**config.mk**
```make
export PLATFORM = sky130hd
export DESIGN_NAME = pulse_gap_speed_meter
export DESIGN_NICKNAME = d
export VERILOG_FILES = /design/src/hdl/pgsm_pkg.sv /design/src/hdl/pgsm_datapath.sv /design/src/hdl/pgsm_ctrl.sv /design/src/hdl/pulse_gap_speed_meter.sv
export SDC_FILE = /design/constraint.sdc
export NUM_CORES = 1
export LEC_CHECK = 0
export BUFFER_PORTS_ARGS = -buffer_cell sky130_fd_sc_hd__buf_4
export CORE_MARGIN = 8
export CORE_UTILIZATION = 25
export DETAILED_ROUTE_END_ITERATION = 6
export PLACE_DENSITY_LB_ADDON = 0.1
export SETUP_SLACK_MARGIN = 0.15
export SYNTH_ARGS = -nofsm -noshare
export SYNTH_HDL_FRONTEND = slang
export SYNTH_SLANG_ARGS = --single-unit
```
**constraint.sdc**
```tcl
create_clock -name clock -period 4.6 [get_ports clock]
set_input_delay 0.92 -clock clock [delete_from_list [all_inputs] [get_ports clock]]
set_output_delay 0.92 -clock clock [all_outputs]
set_load 0.05 [all_outputs]
```
**src/hdl/pgsm_pkg.sv**
```systemverilog
// Package for the pulse gap speed meter: widths, reset constants, FSM state,
// and the command/status structs between controller and datapath.
// No dependencies.
package pgsm_pkg;

   localparam int COUNT_WIDTH = 32;
   localparam int WORD_WIDTH  = 32;
   localparam int EXT_WIDTH   = (COUNT_WIDTH > WORD_WIDTH) ? COUNT_WIDTH : WORD_WIDTH + 1;
   localparam int DIV_STEPS   = WORD_WIDTH;
   localparam int STEP_WIDTH  = $clog2(DIV_STEPS);

   localparam logic [WORD_WIDTH-1:0]  NUM_RESET = WORD_WIDTH'(14482286);
   localparam logic [WORD_WIDTH-1:0]  WORD_MAX  = '1;
   localparam logic [COUNT_WIDTH-1:0] CNT_MAX   = '1;

   typedef enum logic [1:0] {
      ST_IDLE,
      ST_DIVIDE,
      ST_HOLD
   } state_type;

   typedef struct packed {
      logic accept;    // take the input word this cycle
      logic step;      // one divider iteration
      logic load_out;  // copy result into the output register
   } ctrl_cmd_type;

   typedef struct packed {
      logic emit;      // current input word is an armed rising edge
      logic div_last;  // divider on its final iteration
   } dp_status_type;

endpackage

```
**src/hdl/pgsm_datapath.sv**
```systemverilog
// Datapath: edge detect, saturating tick counter, config register,
// bit-serial restoring divider and result registers.
// Depends on pgsm_pkg.
module pgsm_datapath (
   input  logic                             clock,
   input  logic                             reset,
   input  logic                             csr_wr_en,
   input  logic [pgsm_pkg::WORD_WIDTH-1:0]  csr_wr_data,
   input  logic                             req_pin_level,
   input  pgsm_pkg::ctrl_cmd_type           cmd,
   output pgsm_pkg::dp_status_type          status,
   output logic [pgsm_pkg::WORD_WIDTH-1:0]  rsp_speed_q8,
   output logic [pgsm_pkg::WORD_WIDTH-1:0]  rsp_low_ticks,
   output logic                             rsp_saturated
);
   import pgsm_pkg::*;

   logic [WORD_WIDTH-1:0]  numerator_ff, numerator_in;
   logic                   prev_level_ff, prev_level_in;
   logic                   await_rising_ff, await_rising_in;
   logic [COUNT_WIDTH-1:0] tick_ff, tick_in, tick_inc;
   logic [WORD_WIDTH-1:0]  low_ff, low_in;
   logic                   sat_ff, sat_in;
   logic [WORD_WIDTH-1:0]  quot_ff, quot_in;
   logic [WORD_WIDTH-1:0]  rem_ff, rem_in;
   logic [WORD_WIDTH-1:0]  divisor_ff, divisor_in;
   logic [STEP_WIDTH-1:0]  step_ff, step_in;
   logic [WORD_WIDTH-1:0]  speed_out_ff, speed_out_in;
   logic [WORD_WIDTH-1:0]  low_out_ff, low_out_in;
   logic                   sat_out_ff, sat_out_in;

   logic                   rise, fall, emit, clear;
   logic [EXT_WIDTH-1:0]   cnt_ext;
   logic                   clipped;
   logic [WORD_WIDTH-1:0]  low_now;
   logic                   sat_now;
   logic [WORD_WIDTH:0]    rem_sh;
   logic [WORD_WIDTH+1:0]  diff;
   logic                   borrow;

   always_comb begin
      rise  = !prev_level_ff && req_pin_level;
      fall  = prev_level_ff && !req_pin_level;
      clear = fall && !await_rising_ff;
      emit  = rise && await_rising_ff;

      tick_inc = (tick_ff == CNT_MAX) ? tick_ff : tick_ff + COUNT_WIDTH'(1);
      cnt_ext  = EXT_WIDTH'(tick_inc);
      clipped  = cnt_ext > EXT_WIDTH'(WORD_MAX);
      low_now  = clipped ? WORD_MAX : cnt_ext[WORD_WIDTH-1:0];
      sat_now  = (tick_inc == '0) || (tick_inc == CNT_MAX) || clipped;

      // restoring divide, one quotient bit per step; divide by zero
      // never borrows and so yields all ones, which is the saturated speed
      rem_sh = {rem_ff, quot_ff[WORD_WIDTH-1]};
      diff   = {1'b0, rem_sh} - {2'b00, divisor_ff};
      borrow = diff[WORD_WIDTH+1];

      numerator_in    = csr_wr_en ? csr_wr_data : numerator_ff;
      prev_level_in   = prev_level_ff;
      await_rising_in = await_rising_ff;
      tick_in         = tick_ff;
      low_in          = low_ff;
      sat_in          = sat_ff;
      quot_in         = quot_ff;
      rem_in          = rem_ff;
      divisor_in      = divisor_ff;
      step_in         = step_ff;
      speed_out_in    = speed_out_ff;
      low_out_in      = low_out_ff;
      sat_out_in      = sat_out_ff;

      if (cmd.accept) begin
         prev_level_in = req_pin_level;
         if (clear) begin
            tick_in         = '0;
            await_rising_in = 1'b1;
         end else begin
            tick_in = tick_inc;
            if (emit) begin
               await_rising_in = 1'b0;
               low_in          = low_now;
               sat_in          = sat_now;
               divisor_in      = low_now;
               quot_in         = numerator_ff;
               rem_in          = '0;
               step_in         = '0;
            end
         end
      end

      if (cmd.step) begin
         rem_in  = borrow ? rem_sh[WORD_WIDTH-1:0] : diff[WORD_WIDTH-1:0];
         quot_in = {quot_ff[WORD_WIDTH-2:0], !borrow};
         step_in = step_ff + STEP_WIDTH'(1);
      end

      if (cmd.load_out) begin
         speed_out_in = quot_ff;
         low_out_in   = low_ff;
         sat_out_in   = sat_ff;
      end
   end

   always_ff @(posedge clock) begin
      if (reset) begin
         numerator_ff    <= NUM_RESET;
         prev_level_ff   <= 1'b0;
         await_rising_ff <= 1'b1;
         tick_ff         <= '0;
      end else begin
         numerator_ff    <= numerator_in;
         prev_level_ff   <= prev_level_in;
         await_rising_ff <= await_rising_in;
         tick_ff         <= tick_in;
      end
   end

   always_ff @(posedge clock) begin
      low_ff       <= low_in;
      sat_ff       <= sat_in;
      quot_ff      <= quot_in;
      rem_ff       <= rem_in;
      divisor_ff   <= divisor_in;
      step_ff      <= step_in;
      speed_out_ff <= speed_out_in;
      low_out_ff   <= low_out_in;
      sat_out_ff   <= sat_out_in;
   end

   assign status.emit     = emit;
   assign status.div_last = (step_ff == STEP_WIDTH'(DIV_STEPS - 1));

   assign rsp_speed_q8  = speed_out_ff;
   assign rsp_low_ticks = low_out_ff;
   assign rsp_saturated = sat_out_ff;

endmodule

```
**src/hdl/pgsm_ctrl.sv**
```systemverilog
// Controller FSM: sequences input acceptance, divider steps and output load,
// and owns the output valid flag.
// Depends on pgsm_pkg.
module pgsm_ctrl (
   input  logic                     clock,
   input  logic                     reset,
   input  logic                     req_valid,
   output logic                     req_stall,
   output logic                     rsp_valid,
   input  logic                     rsp_stall,
   input  pgsm_pkg::dp_status_type  status,
   output pgsm_pkg::ctrl_cmd_type   cmd
);
   import pgsm_pkg::*;

   state_type state_ff, state_in;
   logic      rsp_valid_ff, rsp_valid_in;
   logic      out_free;

   always_ff @(posedge clock) begin
      if (reset) begin
         state_ff     <= ST_IDLE;
         rsp_valid_ff <= 1'b0;
      end else begin
         state_ff     <= state_in;
         rsp_valid_ff <= rsp_valid_in;
      end
   end

   always_comb begin
      out_free     = !rsp_valid_ff || !rsp_stall;
      state_in     = state_ff;
      cmd          = '0;
      case (state_ff)
         ST_IDLE: begin
            if (req_valid) begin
               cmd.accept = 1'b1;
               if (status.emit) state_in = ST_DIVIDE;
            end
         end
         ST_DIVIDE: begin
            cmd.step = 1'b1;
            // quotient is complete once the last step is registered, so the
            // DIVIDE exit always goes through a load from the finished quotient
            if (status.div_last) state_in = ST_HOLD;
         end
         ST_HOLD: begin
            if (out_free) begin
               cmd.load_out = 1'b1;
               state_in     = ST_IDLE;
            end
         end
         default: begin
            state_in = ST_IDLE;
         end
      endcase
      rsp_valid_in = cmd.load_out ? 1'b1 : (rsp_valid_ff && rsp_stall);
   end

   assign req_stall = (state_ff != ST_IDLE);
   assign rsp_valid = rsp_valid_ff;

endmodule

```
**src/hdl/pulse_gap_speed_meter.sv**
```systemverilog
// Top level of the pulse gap speed meter: ties the controller to the datapath.
// Depends on pgsm_pkg, pgsm_ctrl, pgsm_datapath.
//
//  channel | ports                                        | dir | moves
//  --------+----------------------------------------------+-----+------------------------
//  req     | req_valid, req_stall, req_pin_level          | in  | one timer tick word
//  rsp     | rsp_valid, rsp_stall, rsp_speed_q8,          | out | one speed word per
//          | rsp_low_ticks, rsp_saturated                 |     | armed rising edge
//  csr     | csr_wr_en, csr_wr_data                       | in  | speed numerator
//
// A tick word that produces no result leaves the block idle; back-to-back ticks are taken.
// An armed rising edge starts the bit-serial divider: the accept, the divide steps
// (one quotient bit each), then the load, and no new word is taken before the load.
// If the output word is still stalled when the quotient is ready, the block waits
// in a hold state; req_stall stays high until the result is loaded.
// Reset (synchronous, high) sets prev level low, arms for a rising edge, clears
// the tick counter and loads the default numerator.
module pulse_gap_speed_meter (
   input  logic                             clock,
   input  logic                             reset,
   input  logic                             csr_wr_en,
   input  logic [pgsm_pkg::WORD_WIDTH-1:0]  csr_wr_data,
   input  logic                             req_valid,
   output logic                             req_stall,
   input  logic                             req_pin_level,
   output logic                             rsp_valid,
   input  logic                             rsp_stall,
   output logic [pgsm_pkg::WORD_WIDTH-1:0]  rsp_speed_q8,
   output logic [pgsm_pkg::WORD_WIDTH-1:0]  rsp_low_ticks,
   output logic                             rsp_saturated
);
   import pgsm_pkg::*;

   ctrl_cmd_type  cmd;
   dp_status_type status;

   // sequencing: accept / divide / hold
   pgsm_ctrl u_ctrl (
      .clock     (clock),
      .reset     (reset),
      .req_valid (req_valid),
      .req_stall (req_stall),
      .rsp_valid (rsp_valid),
      .rsp_stall (rsp_stall),
      .status    (status),
      .cmd       (cmd)
   );

   // counter, edge logic, divider and output word
   pgsm_datapath u_datapath (
      .clock         (clock),
      .reset         (reset),
      .csr_wr_en     (csr_wr_en),
      .csr_wr_data   (csr_wr_data),
      .req_pin_level (req_pin_level),
      .cmd           (cmd),
      .status        (status),
      .rsp_speed_q8  (rsp_speed_q8),
      .rsp_low_ticks (rsp_low_ticks),
      .rsp_saturated (rsp_saturated)
   );

endmodule
```
### Word-level counts from Yosys, hierarchy flattened

Index checks and enable logic that the tools add are counted.

* flip-flop bits (word level): 236
* input bits: 38

* $add $sub $neg: 3
* equality and inequality tests: 10
* muxes and demuxes: 28
* bitwise operators: 1
* reduce and logical (&&, ||, !) cells: 23

Operators with widths (number)
* $mux 32: 11
* $eq 32x32->1 const B: 2
* $sub 33x32->34: 1
* $add 32x1->32 const B: 1
* $logic_not 32->1: 1
* $mux 5: 4
* $mux 1: 8
* $mux 2: 4
* $reduce_bool 2->1: 4
* $logic_not 1->1: 6
* $ne 2x2->1 const B: 3
* $pmux 2 s3: 1
* $reduce_and 3->1: 2
* $add 5x1->5 const B: 1
* $eq 5x5->1 const B: 1
* $logic_and 1x1->1: 5
* $ne 2x1->1 const B: 2
* $reduce_and 4->1: 1
* $eq 2x1->1 const B: 1
* $eq 2x2->1 const B: 1
* $logic_not 2->1: 1
* $logic_or 1x1->1: 2
* $reduce_and 2->1: 1
* $not 1->1: 1

### Logic depth before layout (Yosys ltp)

* word-level depth: 7
* depth in mapped cells: 14

### Modules after synthesis

A second synthesis with hierarchy kept.

* cell total of the unflattened synthesis: 1020
* area, all modules: 11509.8 um^2

Modules (own cells, without submodules)
* pgsm_datapath: instances 1, cells each 1002, area each 11339.6 um^2, sequential area each 6336.1 um^2
* pgsm_ctrl: instances 1, cells each 18, area each 170.2 um^2, sequential area each 60.1 um^2

### Worst setup path before layout

OpenSTA, ideal clock, no wires.

* kind: input to register
* start: input rsp_stall
* end: register u_datapath.low_out_ff[0] (netlist: u_datapath.rsp_low_ticks[0]), enable pin
* setup time: 0.510 ns
* arrival: 4.013 ns
* slack: 0.078 ns
* cell stages on the path: 1
* cell sequence: a21oi_1

* longest elaborated chain between the ends: 4

RTL lines
* start: declaration: RTL line pulse_gap_speed_meter.sv:27 `input logic rsp_stall,`
* $logic_not 1->1: RTL line pgsm_ctrl.sv:31 `out_free = !rsp_valid_ff || !rsp_stall;`
* $logic_or 1x1->1: RTL line pgsm_ctrl.sv:31
* $mux 1: RTL line pgsm_ctrl.sv:48 `if (out_free) begin`
* $mux 1: RTL line pgsm_ctrl.sv:34 `case (state_ff)`
* end signal: assignment: RTL line pgsm_datapath.sv:127 `low_out_ff <= low_out_in;`
* end: declaration: RTL line pgsm_datapath.sv:29 `logic [WORD_WIDTH-1:0] low_out_ff, low_out_in;`

No other way between the ends.
A chain may end at the register's enable or synchronous reset.

### Final worst setup path

* start: register u_datapath.tick_ff[0]
* end: register u_datapath.sat_ff (data pin)

* longest elaborated chain between the ends: 4
* elaborated cells on any way between the ends: 6

RTL lines
* start: declaration: RTL line pgsm_datapath.sv:21 `logic [COUNT_WIDTH-1:0] tick_ff, tick_in, tick_inc;`
* start signal: assignment: RTL line pgsm_datapath.sv:115 `tick_ff <= tick_in;`
* $add 32x1->32 or $eq 32x32->1 (tied branches): RTL line pgsm_datapath.sv:47 `tick_inc = (tick_ff == CNT_MAX) ? tick_ff : tick_ff + COUNT_WIDTH'(1);`
* $mux 32 (*): RTL line pgsm_datapath.sv:47
* net u_datapath.low_now[11]: RTL line pgsm_datapath.sv:35 `logic [WORD_WIDTH-1:0] low_now;`
* $eq 32x32->1 or $logic_not 32->1 (tied branches): RTL line pgsm_datapath.sv:51 `sat_now = (tick_inc == '0) || (tick_inc == CNT_MAX) || clipped;`
* $logic_or 1x1->1 (*): RTL line pgsm_datapath.sv:51
* net u_datapath.sat_now: RTL line pgsm_datapath.sv:36 `logic sat_now;`
* end signal: assignment: RTL line pgsm_datapath.sv:121 `sat_ff <= sat_in;`
* end: declaration: RTL line pgsm_datapath.sv:23 `logic sat_ff, sat_in;`

Mark *: on every way through the listed nets, which the timed path passes. The rest lies on a longest branch.

==> summary.md <==
| Metric | Value |
|---|---|
| Status | `finished clean` |
| Ys flop type | `edfxtp_1` |
| Largest net degree at the start of global routing | `70` |
| I/O Pins | `about 110` |
| Synth warn | `0` |
| Sequential area share after synthesis | `55.8%` |
| Layout cell share with drive strength beyond 1 | `14.8%` |
| # resized after CTS | `0` |
| Syn Nets | `1160` |
| Max-slew headroom | `around a quarter` |
| Commonest non-fill, non-tap cells in the layout | `nand2_1 (188), edfxtp_1 (167), buf_4 (113)` |
| Die Y-Extent | `230 um` |
| Util after Layout | `just over 30%` |
| Hold depth | `0` |
| CTS Sinks | `~240` |
| Initial antenna violation count | `1` |
| # rows | `78` |
| CP Data Required Time | `4960 ps` |
| Placed Cells | `1742` |
| Arrival time at the worst endpoint | `4190 ps` |
| Slew at the pin with the worst max-slew slack | `1100 ps` |
| Buf/Inv on CP | `0` |
| Final WS setup | `770 ps` |
| Delay-heaviest family, CP | `simple AND/OR/NAND/NOR gates` |
| Syn avg cell area | `about 11 um2` |
| Fin Setup TNS | `0 ps` |
| Reg2Reg Depth | `10` |
| Root buffer cell | `clkbuf_16` |
| Total CTS buffers | `29` |
| Hold Path Class | `reg2reg` |
| Clk slew on worst S/H paths | `around 60 ps` |
| Clk_lat worst skew | `570 ps` |
| Setup CP Type | `reg2reg` |
| Post-synth EDFFs | `167` |
| Clock H-tree levels | `1` |
| Syn Inst Count | `1086` |
| Critical path depth in cells | `10` |
| CP max stage delay | `660 ps` |
| MaxCap Viol Count | `0` |
| RSZ-0062 raised after global routing | `no` |
| Routability cong. | `0.811` |
| Fmax | `261 MHz` |
| Asr flop ratio synth | `0%` |
| Via density | `4.57` |
| First-pass GRT wire length | `51700 um` |
| Pwr per Cell Area | `396 nW/um2` |
| Diode count | `0` |
| DRC viols | `0` |
| Area Overhead vs Synth | `20.7%` |
| Post-Layout Cell Count | `1796` |
| Pre-CTS setup slack | `828 ps` |
| Slew Viols, Final | `0` |
| Total die area | `~53000 um2` |
| Antenna-violating nets left | `0` |
| # setup viols final | `0` |
| Gr ovfl total | `0` |
| Via count | `8202` |
| DP HPWL | `between 20000 and 25000 um` |
| Tot GR Track Use | `between 10% and 20%` |
| Post-CTS setup buffers | `0` |
| Wirelength per Cell | `between 15 and 20 um` |
| FF+latch count, synth | `236` |
| Synthesized area | `about 11000 um2` |
| Post-route minimum period | `3830 ps` |
| Die X | `230 um` |
| Port Buffers | `approximately 100` |
| CP startpoint kind | `flop` |
| Hold Buf Count CTS | `0` |
| Iter 0 DRT Violations | `429` |
| Core Area | `45300 um2` |
| Routed WL | `33000 um` |
| Max Root-Sink Buffers | `3` |
| Drt pass-1 iters | `5` |
| Crit path max fanout | `17` |
| CTS tree | `yes` |
| LEAKAGE | `about 0.0054 uW` |
| Commonest non-fill, non-tap cell in the layout | `nand2_1` |
| Fill count | `about 4700` |
| Worst Hold Slack | `447 ps` |
| Starting Density | `25.3%` |
| Fin nets | `1247` |
| Final period utilization | `83.3%` |
| Crit-path cells | `ha_1 -> and4_1 -> and3_1 -> nand4_1 -> nand3_1 -> xnor2_1 -> nor4_1 -> and4b_1 -> nand4b_1 -> o31ai_1` |
| Fin. Hold Viols | `0` |
| CP endpoint kind | `flop` |
| Vias in the first global route | `8534` |
| Peak supply drop | `0.299 mV` |
| Slowest CP cell | `nand4_1` |
| Final Skew | `21.2 ps` |
| Distinct cell type count after synthesis | `72` |
[area by class of cell]
| type | instances | area, um2 | share of cell area [%] |
|---|---|---|---|
| inverters | 47 | 176 | 1.28 |
| multi-input cells | 745 | 4670 | 33.8 |
| well taps | 600 | 751 | 5.43 |
| clock inverters | 13 | 176 | 1.28 |
| repair buffers | 114 | 868 | 6.28 |
| clock buffers | 41 | 791 | 5.72 |
| flip-flops and latches | 236 | 6400 | 46.3 |
[report_power, final]
group          internal (uW)  switching, uW  leakage [uW]
registers               2410           64.5       0.00210
clock network           1420            914      0.000466
logic                    244            421       0.00284
total                   4070           1400       0.00540
[flip-flops by register name (all words and copies together) (netlist names)]
signal                      flops
u_ctrl.rsp_valid                1
u_datapath.await_rising_ff      1
u_datapath.tick_ff             32
u_ctrl.state_ff                 2
u_datapath.quot_ff             32
u_datapath.step_ff              5
u_datapath.sat_ff               1
u_datapath.numerator_ff        32
u_datapath.prev_level_ff        1
u_datapath.rsp_saturated        1
u_datapath.rsp_low_ticks       32
u_datapath.rsp_speed_q8        32
u_datapath.low_ff              32
u_datapath.rem_ff              32
[cells in the mapped netlist (3+ instances only)]
cell	number	area share, %
a2111o_1	3	0.29
nand4_1	18	0.98
a211o_1	18	1.4
o21a_1	12	0.79
a21oi_1	67	2.9
or3_1	13	0.71
and2_1	8	0.44
o21ai_0	20	0.87
nand2_1	189	6.2
nor2_1	84	2.8
nand2b_1	5	0.27
clkbuf_1	34	1.1
xnor2_1	34	2.6
nor3b_1	3	0.20
a211oi_1	8	0.52
or2_2	3	0.16
buf_2	12	0.52
buf_1	6	0.20
xor2_1	18	1.4
o2111ai_1	3	0.23
inv_1	47	1.5
dfxtp_1	69	12
a31oi_1	4	0.22
nand3_1	25	1.1
o31ai_1	3	0.20
o41ai_1	3	0.23
ha_1	35	3.8
edfxtp_1	167	44
a21boi_0	3	0.20
nor4_1	6	0.33
o211a_1	3	0.26
a22oi_1	24	1.6
o211ai_1	8	0.52
a41oi_1	3	0.23
nor2b_1	22	1.2
o22ai_1	3	0.16
and3_1	14	0.76
mux2i_1	18	1.6
a21o_1	12	0.79
and4_1	6	0.46
nor3_1	11	0.48
[kinds of logic after synthesis]
kind of cell             count (synthesis)  share of synthesized area (%)
multiplexers                            20                           1.77
XOR/XNOR                                52                           3.97
AO/OA/AOI/OAI                          213                           12.9
flip-flops                             236                           55.8
buffers and inverters                  105                           3.79
adder cells (fa/ha/maj)                 36                           4.00
AND/OR/NAND/NOR                        424                           17.7
[worst paths after layout]
check                                           from                                     to  slack, ps
hold / removal        u_datapath.low_ff[8]$_DFFE_PP_  u_datapath.rsp_low_ticks[8]$_DFFE_PP_        450
setup reg to reg  u_datapath.tick_ff[0]$_SDFFE_PP0P_            u_datapath.sat_ff$_DFFE_PP_        770
hold reg to reg       u_datapath.low_ff[8]$_DFFE_PP_  u_datapath.rsp_low_ticks[8]$_DFFE_PP_        450
setup / recovery  u_datapath.tick_ff[0]$_SDFFE_PP0P_            u_datapath.sat_ff$_DFFE_PP_        770
[metal layers]
layer	wire [um]	share of wire [%]	GRT usage, %
met3	1190	3.6	1.93
met5	13	0.039	0
met1	15600	47	16.4
met2	15700	48	20.3
met4	479	1.5	2.65
[stage by stage]
stage               instance area (um2)  total power (uW)
floorplan                         11500              2980
global placement                  12900              3200
global route                      13800              5740
detailed placement                12900              3200
finish                            13800              5470
CTS                               13800              5580
(Power assumes the default switching activity.)
